[config.mk]
export PLATFORM = sky130hd
export DESIGN_NAME = sorted_timer_expiry_queue
export DESIGN_NICKNAME = d
export VERILOG_FILES = /design/src/stq_pkg.sv /design/src/stq_dp.sv /design/src/stq_ctrl.sv /design/src/sorted_timer_expiry_queue.sv
export SDC_FILE = /design/constraint.sdc
export NUM_CORES = 1
export LEC_CHECK = 0
export ABC_AREA = 1
export BUFFER_PORTS_ARGS = -buffer_cell sky130_fd_sc_hd__buf_4
export CORE_MARGIN = 2
export CORE_UTILIZATION = 28
export CTS_CLUSTER_DIAMETER = 150
export CTS_CLUSTER_SIZE = 28
export DETAILED_ROUTE_END_ITERATION = 8
export PLACE_DENSITY_LB_ADDON = 0.3
export SETUP_SLACK_MARGIN = 0.5
export SLEW_MARGIN = 20
export SYNTH_ARGS = -nofsm -noshare
export SYNTH_HDL_FRONTEND = slang
export SYNTH_HIERARCHICAL = 1
export SYNTH_SLANG_ARGS = --single-unit
[constraint.sdc]
create_clock -name clk -period 4.81 [get_ports clk]
set_input_delay 0.481 -clock clk [delete_from_list [all_inputs] [get_ports clk]]
set_output_delay 0.481 -clock clk [all_outputs]
set_load 0.02 [all_outputs]
[src/stq_pkg.sv]
// Shared constants, codes and controller/datapath interface types for the timer queue.
`default_nettype none

package stq_pkg;

	localparam int TIMERS      = 16;
	localparam int TIME_BITS   = 32;
	localparam int MAX_RESULTS = 16;

	localparam int ID_W      = 4;
	localparam int TIME_IN_W = 32;
	localparam int IDX_W     = (TIMERS > 1) ? $clog2(TIMERS) : 1;
	localparam int CNT_W     = $clog2(TIMERS + 1);
	localparam int POP_W     = $clog2(MAX_RESULTS + 1);

	localparam int IN_DATA_W  = ((ID_W + 2 * TIME_IN_W) + 7) / 8 * 8;
	localparam int OUT_DATA_W = ((ID_W + 2) + 7) / 8 * 8;

	localparam logic [1:0] REQ_ADD    = 2'd0;
	localparam logic [1:0] REQ_ADJUST = 2'd1;
	localparam logic [1:0] REQ_DELETE = 2'd2;
	localparam logic [1:0] REQ_TICK   = 2'd3;

	localparam logic [1:0] KIND_ACK     = 2'd0;
	localparam logic [1:0] KIND_EXPIRED = 2'd1;
	localparam logic [1:0] KIND_NONE    = 2'd2;

	localparam logic [1:0] ST_OK         = 2'd0;
	localparam logic [1:0] ST_NOT_ACTIVE = 2'd1;
	localparam logic [1:0] ST_ALREADY    = 2'd2;
	localparam logic [1:0] ST_FULL       = 2'd3;

	typedef struct packed {
		logic       load;
		logic       remove;
		logic       write_exp;
		logic       set_active;
		logic       clr_active;
		logic       scan_clr;
		logic       scan_inc;
		logic       insert;
		logic       pop;
		logic       emit;
		logic [1:0] emit_kind;
		logic [1:0] emit_status;
		logic       emit_last;
	} dp_cmd_t;

	typedef struct packed {
		logic [1:0]       req;
		logic             id_ok;
		logic             id_active;
		logic             full;
		logic             scan_le;
		logic             exp_hit;
		logic             have_pend;
		logic             out_free;
		logic [CNT_W-1:0] count;
	} dp_sts_t;

endpackage

`default_nettype wire

[src/stq_dp.sv]
// Datapath: request latch, ordered handle list, expiry store, active flags and output register.
`default_nettype none

module stq_dp import stq_pkg::*; (
	input  wire logic                 clk,
	input  wire logic                 arst_n,
	input  wire dp_cmd_t              cmd,
	output dp_sts_t                   sts,
	input  wire logic [1:0]           in_req,
	input  wire logic [ID_W-1:0]      in_id,
	input  wire logic [TIME_IN_W-1:0] in_exp,
	input  wire logic [TIME_IN_W-1:0] in_now,
	input  wire logic                 out_ready,
	output logic                      out_valid,
	output logic [1:0]                out_kind,
	output logic [ID_W-1:0]           out_id,
	output logic [1:0]                out_status,
	output logic                      out_last
);

	logic [1:0]           req_q;
	logic [ID_W-1:0]      tid_q;
	logic [IDX_W-1:0]     id_q;
	logic [TIME_BITS-1:0] exp_q;
	logic [TIME_BITS-1:0] now_q;

	logic [IDX_W-1:0]     order_q  [TIMERS];
	logic [TIME_BITS-1:0] expiry_q [TIMERS];
	logic [TIMERS-1:0]    active_q;
	logic [CNT_W-1:0]     count_q;
	logic [CNT_W-1:0]     scan_q;
	logic [POP_W-1:0]     pops_q;
	logic [IDX_W-1:0]     pend_q;

	logic                 out_valid_q;
	logic [1:0]           out_kind_q;
	logic [ID_W-1:0]      out_id_q;
	logic [1:0]           out_status_q;
	logic                 out_last_q;

	logic [IDX_W-1:0]     scan_id;
	logic [IDX_W-1:0]     front;
	logic [TIMERS-1:0]    rm_shift;
	logic                 out_free;

	assign scan_id  = order_q[scan_q[IDX_W-1:0]];
	assign front    = order_q[0];
	assign out_free = !out_valid_q || out_ready;

	// entries at and above the matching slot move down by one
	always_comb begin
		logic seen;
		seen = 1'b0;
		for (int i = 0; i < TIMERS; i++) begin
			seen        = seen | ((i < int'(count_q)) && (order_q[i] == id_q));
			rm_shift[i] = seen;
		end
	end

	always_comb begin
		sts           = '0;
		sts.req       = req_q;
		sts.id_ok     = int'(tid_q) < TIMERS;
		sts.id_active = active_q[id_q];
		sts.full      = int'(count_q) >= TIMERS;
		sts.scan_le   = (scan_q < count_q) && (expiry_q[scan_id] <= exp_q);
		sts.exp_hit   = (count_q != '0) && (int'(pops_q) < MAX_RESULTS)
			&& (now_q >= expiry_q[front]);
		sts.have_pend = pops_q != '0;
		sts.out_free  = out_free;
		sts.count     = count_q;
	end

	always_ff @(posedge clk or negedge arst_n) begin
		if (!arst_n) begin
			active_q    <= '0;
			count_q     <= '0;
			scan_q      <= '0;
			pops_q      <= '0;
			out_valid_q <= 1'b0;
		end else begin
			if (cmd.set_active)
				active_q[id_q] <= 1'b1;
			if (cmd.clr_active)
				active_q[id_q] <= 1'b0;
			if (cmd.pop)
				active_q[front] <= 1'b0;

			if (cmd.insert)
				count_q <= count_q + 1'b1;
			else if (cmd.remove || cmd.pop)
				count_q <= count_q - 1'b1;

			if (cmd.scan_clr)
				scan_q <= '0;
			else if (cmd.scan_inc)
				scan_q <= scan_q + 1'b1;

			if (cmd.load)
				pops_q <= '0;
			else if (cmd.pop)
				pops_q <= pops_q + 1'b1;

			if (cmd.emit)
				out_valid_q <= 1'b1;
			else if (out_ready)
				out_valid_q <= 1'b0;
		end
	end

	always_ff @(posedge clk) begin
		if (cmd.load) begin
			req_q <= in_req;
			tid_q <= in_id;
			id_q  <= IDX_W'(in_id);
			exp_q <= TIME_BITS'(in_exp);
			now_q <= TIME_BITS'(in_now);
		end

		if (cmd.write_exp)
			expiry_q[id_q] <= exp_q;

		if (cmd.remove) begin
			for (int i = 0; i < TIMERS - 1; i++)
				if (rm_shift[i])
					order_q[i] <= order_q[i + 1];
		end else if (cmd.insert) begin
			for (int i = 1; i < TIMERS; i++)
				if (i > int'(scan_q))
					order_q[i] <= order_q[i - 1];
			for (int i = 0; i < TIMERS; i++)
				if (i == int'(scan_q))
					order_q[i] <= id_q;
		end else if (cmd.pop) begin
			for (int i = 0; i < TIMERS - 1; i++)
				order_q[i] <= order_q[i + 1];
		end

		if (cmd.pop)
			pend_q <= front;

		if (cmd.emit) begin
			out_kind_q   <= cmd.emit_kind;
			out_status_q <= cmd.emit_status;
			out_last_q   <= cmd.emit_last;
			case (cmd.emit_kind)
				KIND_ACK:     out_id_q <= tid_q;
				KIND_EXPIRED: out_id_q <= ID_W'(pend_q);
				default:      out_id_q <= '0;
			endcase
		end
	end

	assign out_valid  = out_valid_q;
	assign out_kind   = out_kind_q;
	assign out_id     = out_id_q;
	assign out_status = out_status_q;
	assign out_last   = out_last_q;

endmodule

`default_nettype wire

[src/stq_ctrl.sv]
// Controller: sequences each request through check, list scan, insert, pop and result beats.
`default_nettype none

module stq_ctrl import stq_pkg::*; (
	input  wire logic    clk,
	input  wire logic    arst_n,
	input  wire logic    in_valid,
	output logic         in_ready,
	input  wire dp_sts_t sts,
	output dp_cmd_t      cmd
);

	typedef enum logic [2:0] {
		S_IDLE,
		S_CHK,
		S_SCAN,
		S_ACK,
		S_TICK
	} state_t;

	state_t     state_q;
	state_t     state_d;
	logic [1:0] stat_q;
	logic [1:0] stat_d;

	assign in_ready = (state_q == S_IDLE);

	always_comb begin
		cmd     = '0;
		state_d = state_q;
		stat_d  = ST_OK;
		case (state_q)
			S_IDLE: begin
				if (in_valid) begin
					cmd.load = 1'b1;
					state_d  = S_CHK;
				end
			end
			S_CHK: begin
				case (sts.req)
					REQ_TICK: state_d = S_TICK;
					REQ_ADD: begin
						if (!sts.id_ok) begin
							stat_d  = ST_NOT_ACTIVE;
							state_d = S_ACK;
						end else if (sts.id_active) begin
							stat_d  = ST_ALREADY;
							state_d = S_ACK;
						end else if (sts.full) begin
							stat_d  = ST_FULL;
							state_d = S_ACK;
						end else begin
							cmd.write_exp  = 1'b1;
							cmd.set_active = 1'b1;
							cmd.scan_clr   = 1'b1;
							state_d        = S_SCAN;
						end
					end
					REQ_ADJUST: begin
						if (!sts.id_ok || !sts.id_active) begin
							stat_d  = ST_NOT_ACTIVE;
							state_d = S_ACK;
						end else begin
							cmd.remove    = 1'b1;
							cmd.write_exp = 1'b1;
							cmd.scan_clr  = 1'b1;
							state_d       = S_SCAN;
						end
					end
					default: begin
						if (!sts.id_ok || !sts.id_active) begin
							stat_d = ST_NOT_ACTIVE;
						end else begin
							cmd.remove     = 1'b1;
							cmd.clr_active = 1'b1;
						end
						state_d = S_ACK;
					end
				endcase
			end
			S_SCAN: begin
				if (sts.scan_le) begin
					cmd.scan_inc = 1'b1;
				end else begin
					cmd.insert = 1'b1;
					state_d    = S_ACK;
				end
			end
			S_ACK: begin
				if (sts.out_free) begin
					cmd.emit        = 1'b1;
					cmd.emit_kind   = KIND_ACK;
					cmd.emit_status = stat_q;
					cmd.emit_last   = 1'b1;
					state_d         = S_IDLE;
				end
			end
			S_TICK: begin
				// one popped handle is held back until we know whether it is the final beat
				if (sts.exp_hit) begin
					if (!sts.have_pend) begin
						cmd.pop = 1'b1;
					end else if (sts.out_free) begin
						cmd.pop       = 1'b1;
						cmd.emit      = 1'b1;
						cmd.emit_kind = KIND_EXPIRED;
					end
				end else if (sts.out_free) begin
					cmd.emit      = 1'b1;
					cmd.emit_kind = sts.have_pend ? KIND_EXPIRED : KIND_NONE;
					cmd.emit_last = 1'b1;
					state_d       = S_IDLE;
				end
			end
			default: state_d = S_IDLE;
		endcase
	end

	always_ff @(posedge clk or negedge arst_n) begin
		if (!arst_n) begin
			state_q <= S_IDLE;
			stat_q  <= ST_OK;
		end else begin
			state_q <= state_d;
			if (state_q == S_CHK)
				stat_q <= stat_d;
		end
	end

endmodule

`default_nettype wire

[src/sorted_timer_expiry_queue.sv]
// Top level of the sorted timer expiry queue: stream ports, controller and datapath.
`default_nettype none

// Holds up to TIMERS timers in expiry order and answers add, adjust, delete and tick
// requests. One request is taken at a time; s_tready is high only between requests, while
// the last result beat may still wait on the master side. Delete and any rejected request
// go from the check straight to the acknowledge; an accepted add or adjust first runs the
// insertion scan, which walks the ordered list one entry a cycle. A tick pops at most
// MAX_RESULTS timers per tick and slows to the rate at which m_tready takes the beats.
// Ties in expiry keep insertion order.
module sorted_timer_expiry_queue import stq_pkg::*; (
	input  wire logic                  clk,
	input  wire logic                  arst_n,
	input  wire logic                  s_tvalid,
	output logic                       s_tready,
	input  wire logic [IN_DATA_W-1:0]  s_tdata,  // timer_id, expire_time, now_time
	input  wire logic [1:0]            s_tuser,  // req_type
	output logic                       m_tvalid,
	input  wire logic                  m_tready,
	output logic [OUT_DATA_W-1:0]      m_tdata,  // out_timer_id, status
	output logic [1:0]                 m_tuser,  // kind
	output logic                       m_tlast
);

	dp_cmd_t         cmd;
	dp_sts_t         sts;
	logic [1:0]      out_kind;
	logic [ID_W-1:0] out_id;
	logic [1:0]      out_status;

	stq_ctrl u_ctrl (
		.clk      (clk),
		.arst_n   (arst_n),
		.in_valid (s_tvalid),
		.in_ready (s_tready),
		.sts      (sts),
		.cmd      (cmd)
	);

	stq_dp u_dp (
		.clk        (clk),
		.arst_n     (arst_n),
		.cmd        (cmd),
		.sts        (sts),
		.in_req     (s_tuser),
		.in_id      (s_tdata[ID_W-1:0]),
		.in_exp     (s_tdata[ID_W +: TIME_IN_W]),
		.in_now     (s_tdata[ID_W + TIME_IN_W +: TIME_IN_W]),
		.out_ready  (m_tready),
		.out_valid  (m_tvalid),
		.out_kind   (out_kind),
		.out_id     (out_id),
		.out_status (out_status),
		.out_last   (m_tlast)
	);

	assign m_tdata = OUT_DATA_W'({out_status, out_id});
	assign m_tuser = out_kind;

	a_count_bound: assert property (@(posedge clk) disable iff (!arst_n)
		int'(sts.count) <= TIMERS)
		else $error("active count beyond capacity");

	a_pop_nonempty: assert property (@(posedge clk) disable iff (!arst_n)
		cmd.pop |-> (sts.count != '0))
		else $error("pop from empty list");

	a_emit_free: assert property (@(posedge clk) disable iff (!arst_n)
		cmd.emit |-> sts.out_free)
		else $error("result beat overwrites a pending beat");

	a_one_request: assert property (@(posedge clk) disable iff (!arst_n)
		(s_tvalid && s_tready) |=> !s_tready)
		else $error("second request taken while one is in progress");

endmodule

`default_nettype wire
# ---- Word-level counts from Yosys, hierarchy flattened
# Memories as Yosys holds them, arrays and structs flattened.
# Index checks and enable logic that the tools add are counted.
dict set report classes {
  n_addsub 4
  order_cmp 39
  eq_ne 40
  mux 281
  n_bitwise 64
  n_reduce_logical 37
}
# operator n
set op_table {}
lappend op_table {{1-bit two-way mux} 198}
lappend op_table {{4-bit two-way mux} 46}
lappend op_table {{4-bit == test} 15}
lappend op_table {{1-bit OR} 59}
lappend op_table {{16-bit two-way mux} 3}
lappend op_table {{5-bit == test, first input constant} 8}
lappend op_table {{4-bit by 5-bit > comparator with 1-bit output, first input constant} 8}
lappend op_table {{4-bit by 5-bit less-than comparator with 1-bit output, first input constant} 7}
lappend op_table {{5-bit two-way mux} 7}
lappend op_table {{16-bit AND} 2}
lappend op_table {{32-bit greater-or-equal comparator} 1}
lappend op_table {{32-bit less-or-equal comparator} 1}
lappend op_table {{16-bit NOT} 2}
lappend op_table {{3-bit two-way mux} 7}
lappend op_table {{4-bit by 5-bit == test with 1-bit output, first input constant} 4}
lappend op_table {{3-bit by 5-bit > comparator with 1-bit output, first input constant} 4}
lappend op_table {{1-bit logical AND} 20}
lappend op_table {{3-bit by 5-bit less-than comparator with 1-bit output, first input constant} 4}
lappend op_table {{16-bit OR} 1}
lappend op_table {{5-bit by 1-bit adder with 5-bit output, second input constant} 3}
lappend op_table {{3-bit case mux with 5 select lines} 1}
lappend op_table {{2-bit two-way mux} 7}
lappend op_table {{3-bit by 5-bit == test with 1-bit output, first input constant} 2}
lappend op_table {{2-bit by 5-bit > comparator with 1-bit output, first input constant} 2}
lappend op_table {{35 further kinds} 53}
dict set report totals {
  reg_bits 120
  ramBits 576
  inputBits 78
  out_inout_bits 13
  elab_cells 483
  memories 2
}
# name words width rd rd_ports_with_merged_regs write_ports line
set mem_list {}
lappend mem_list {u_dp.expiry_q 16 32 2 0 1 stq_dp.sv:28} ;# logic [TIME_BITS-1:0] expiry_q [TIMERS];
lappend mem_list {u_dp.order_q 16 4 17 0 16 stq_dp.sv:27} ;# logic [IDX_W-1:0] order_q [TIMERS];

# ---- Logic depth before layout (Yosys ltp)
# An unclocked memory read counts as a cell.
dict set report depth {
  depth_word 23
  mapped_depth 42
  depth_no_buf 39
}

# ---- By module
# Netlist, hierarchy kept.
# module instances cells_per_inst area_per_inst_um2 seq_area_each_um2
set modules_own_cells {}
lappend modules_own_cells {stq_dp 1 3472 35373.9 20589.7}
lappend modules_own_cells {stq_ctrl 1 86 553.0 125.1}
lappend modules_own_cells {sorted_timer_expiry_queue 1 3 18.8 0.0}

# ---- Worst setup path before layout
# Ideal clock, no wire load.
dict set report synth_timing {
  kind {register to register}
  from {register u_dp.scan_q[0]}
  to {memory u_dp/order_q[2][0] in the netlist's numbering (enable)}
  setup_time_ps 313
  arrival_ps 4883
  required_time_ps 4497
  slack_ps -386
  path_stages_with_launch 36
  path_buffers 6
  synth_period_minus_slack_ps 5196
  cell_sequence {dfrtp_1 buf_4 inv_2 buf_4 buf_4 o21ai_0 o2111ai_1 nand2_1 nand2_1 buf_2 clkbuf_1 nand3_1 nand3_1 nand3_1 nand2_1 inv_1 ha_1 nand2_1 nor4_1 nor4b_1 nand3_1 a21oi_1 nor2_1 buf_4 inv_1 nor2_4 inv_2 nor2_2 inv_2 nor2_4 inv_2 nor2_4 inv_2 nor2_4 a211oi_1 o21ai_0}
}
# item line
set synth_rtl {}
lappend synth_rtl {{start: declaration} stq_dp.sv:31} ;# logic [CNT_W-1:0] scan_q;
lappend synth_rtl {{start signal: assignment} stq_dp.sv:97} ;# scan_q <= scan_q + 1'b1;
lappend synth_rtl {{end: declaration} stq_dp.sv:27}

==> metrics.md <==
| Metric | Value |
|---|---|
| Vias | `31292` |
| Post-Syn Instances | `3561` |
| Worst r2r dst | `u_dp/count_q[2]` |
| EDFF count, synth | `659` |
| Core area | `128000 sq um` |
| Worst rel slew slack | `0.446` |
| DRC viols | `0` |
| Final Instance Area | `47100 sq um` |
| Root Driver | `clkbuf_16` |
| R2R Setup Slk | `-0.67 ns` |
| Total CTS buffers | `28` |
| HP Class | `in -> reg` |
| Flip-flop and latch area | `20700 sq um` |
| Wirelength per Cell | `23.8 um` |
| Multi-input gate area | `15100 sq um` |
| Register area share after synthesis | `0.576` |
| # rows | `131` |
| Detailed Place HPWL | `87.5 mm` |
| Syn Area/Cell | `10.1 sq um` |
| Fin cells | `5774` |
| Slew @ Worst Pin | `0.829 ns` |
| WP data required | `5.37 ns` |
| Post-Place Cells | `5545` |
| Max-slew violation count | `0` |
| Ports | `91` |
| Setup TNS | `-68.96 ns` |
| Pin count of the biggest net entering global routing | `49` |
| CP endpoint kind | `register` |
| Worst path bufs/invs | `17` |
| Leak pwr | `17.8 nW` |
| Status | `finished with violations` |
| IO buf count | `84` |
| Crit Reg-Reg Startpoint | `u_dp/scan_q[1]` |
| Final net count | `4250` |
| PwrDens | `707 nW/um^2` |
| Initial Util | `0.282` |
| Final Power | `33.3 mW` |
| Setup Crit Path Kind | `reg -> reg` |
| Failing checks | `setup timing` |
| Via/cell ratio | `5.42` |
| First-pass GRT wire length | `200 mm` |
| Clock transition at path regs | `0.13 ns` |
| Worst Hold Path Cells | `1` |
| Area Overhead vs Synth | `30.9%` |
| Hold path startpoint | `s_tdata[2]` |
| CTS Sinks | `696` |
| Fin Hold WS | `0.0753 ns` |
| Final Util | `0.369` |
| Reg2Reg Depth | `41` |
| Clk_skew | `0.0427 ns` |
| Synth Area in XOR/XNOR | `0.00731` |
| Most common cell on crit path | `buf_6` |
| Number of fillers in the final layout | `12551` |
| Die area | `131000 sq um` |
| Mux share of post-synthesis cell area | `0` |
| CP peak stage delay | `0.51 ns` |
| RSZ-0062 raised after global routing | `yes` |
| CTS tree | `yes` |
| Worst hold endpoint | `u_dp/id_q[2]` |
| Fin crit share | `1.14` |
| Initial antenna violation count | `1` |
| Post-route setup slack | `-0.673 ns` |
| Post-synthesis compound-gate area fraction | `0.137` |
| Tmin final | `5.48 ns` |
| DRT Pass-1 Iters | `5` |
| Drt first-iter violations | `3413` |
| Share of cells above drive strength 1 | `0.260` |
| Setup-failing EPs final | `143` |
| Top Family by Delay on Critical Path | `buffers and inverters` |
| Adder-cell share of the synthesized area | `0.0289` |
| Largest family of logic cells by synthesized area | `simple AND/OR/NAND/NOR gates` |
| Post-DRT Antenna Nets | `0` |
| Total gr overflow | `0` |
| Crit-path slowest cell | `dfrtp_2` |
| Post-synthesis cell area | `35900 sq um` |
| Fmax | `182 MHz` |
| Flops & latches, synth | `696` |
| VDD IR max | `0.000527 V` |
| Drt total wl | `137 mm` |
| Post-Synth Simple-Gate Area | `0.196` |
| Synth Warn # | `6` |
| Total of max-cap violations | `0` |
| Crit path max fanout | `8` |
| CP arrival | `6.05 ns` |
| GRT Total Usage | `0.201` |
| DIE WIDTH | `362 um` |
| Die Y | `362 um` |
| Clk buf depth | `3` |
| Clk_lat worst skew | `0.68 ns` |
| Crit path launch type | `register` |
| CTS H-tree lvls | `1` |
| Vias in the first global route | `30581` |
| Final hold violation count | `0` |
| Ys async rst share | `0.0532` |
| Post-place setup slack | `-1.56 ns` |
| Commonest register cell after synthesis | `edfxtp_1` |
| Post-synth cell types | `59` |
| Routability cong. | `0.908` |
| Placed cell areas | `42200 sq um` |
-- how the worst max path moves through the flow --
stage,start,to,slack [ns],depth (start not counted)
2_1_floorplan,u_dp/scan_q[0],u_dp/order_q[2][1],-0.05,38
3_3_place_gp,u_dp/order_q[0][0],u_dp/order_q[13][1],-1.60,30
3_5_place_dp,u_dp/order_q[0][0],u_dp/order_q[13][3],-1.56,30
4_1_cts,u_dp/scan_q[1],u_dp/order_q[1][0],-0.48,39
5_1_grt,u_dp/scan_q[1],u_dp/order_q[1][0],-0.87,38
6_report,u_dp/scan_q[1],u_dp/count_q[2],-0.67,41
-- report_power, final --
group / leakage, nW / internal [mW] / switching [mW]
clock network: 0.397 / 1.21 / 1.96
logic: 11.0 / 9.63 / 12.8
registers: 6.39 / 7.30 / 0.420
-- Yosys cell counts (all sizes together) (3+ instances only) --
library cell / instances / area [sq um]
o22ai: 23 / 144
inv: 209 / 785
a21boi: 64 / 480
nor3b: 3 / 22.5
xnor2: 12 / 105
nor2: 138 / 601
a21oi: 129 / 661
edfxtp: 659 / 19800
xor2: 18 / 158
a31oi: 21 / 138
nand4: 31 / 240
nand3: 739 / 3710
a22oi: 260 / 1950
dfrtp: 37 / 926
nor3: 18 / 90.1
clkbuf: 106 / 398
nand2: 613 / 2340
o221ai: 10 / 87.6
o211ai: 23 / 173
buf: 139 / 737
a211oi: 14 / 105
o21ai: 148 / 741
a2111oi: 31 / 272
o2111ai: 8 / 70.1
clkinv: 4 / 16.3
ha: 83 / 1040
-- flip-flops by register name, summed over array words and instances (netlist names) --
name	cells
u_dp/scan_q	5
u_ctrl/stat_q	2
u_ctrl/state_q	3
u_dp/out_valid	1
u_dp/now_q	32
u_dp/expiry_q	512
u_dp/pend_q	4
u_dp/out_last	1
u_dp/active_q	16
u_dp/out_kind	2
u_dp/pops_q	5
u_dp/out_id	4
u_dp/id_q	4
u_dp/req_q	2
u_dp/order_q	64
u_dp/count_q	5
u_dp/exp_q	32
u_dp/out_status	2
-- timing repair --
item / 4_1_cts / 5_1_grt
cloned: 18 / 7
hold buffers: 70 / 0
endpoints found under the hold margin: 106 / 0
resized for setup: 380 / 157
endpoints found under the setup margin: 182 / 182
buffers inserted: 64 / 17
pin swaps: 99 / 41
-- layout by cell type (no fill, tap or decap), types with 22 or more instances in the layout --
cell type,synthesis,final
nand3_1,737,664
edfxtp_1,659,659
nand2_1,602,537
buf_4,15,503
a22oi_1,260,253
inv_1,195,160
a21oi_1,127,106
nor2_1,125,88
o21ai_0,135,84
dlygate4sd3_1,0,70
buf_12,0,67
nand3_2,2,66
ha_1,83,64
buf_6,4,60
o21ai_1,13,55
nand2_2,9,54
a21boi_0,64,54
nor2_4,10,41
inv_2,14,37
clkbuf_16,0,36
dfrtp_1,37,34
nand4_1,25,25
o211ai_1,23,23
clkbuf_1,106,22
-- metal layers --
layer	part of all wire	track usage	wire, um	vias to the layer above
li1	-	-	-	14150
met3	0.073	0.0251	9960	301
met1	0.41	0.262	55800	15389
met4	0.041	0.0708	5690	0
met2	0.48	0.342	65900	1452
met5	0	0	0	-
-- cells by family after synthesis --
group	Yosys count
compound gates	742
xor+xnor	30
fa+ha+maj	83
buf+inv	459
flops	696
other cells	2
simple gates	1549
-- layout make-up --
cell class,count,share of cell area
Antenna cell,1,0.0000532
Clock buffer,51,0.0172
Clock inverter,1,0.000638
Inverter,214,0.0187
Multi-Input combinational cell,2408,0.322
Sequential cell,696,0.440
Tap cell,1662,0.0442
Timing Repair Buffer,738,0.157
Timing Repair inverter,3,0.000372
Power figures use the tool's default switching activity.
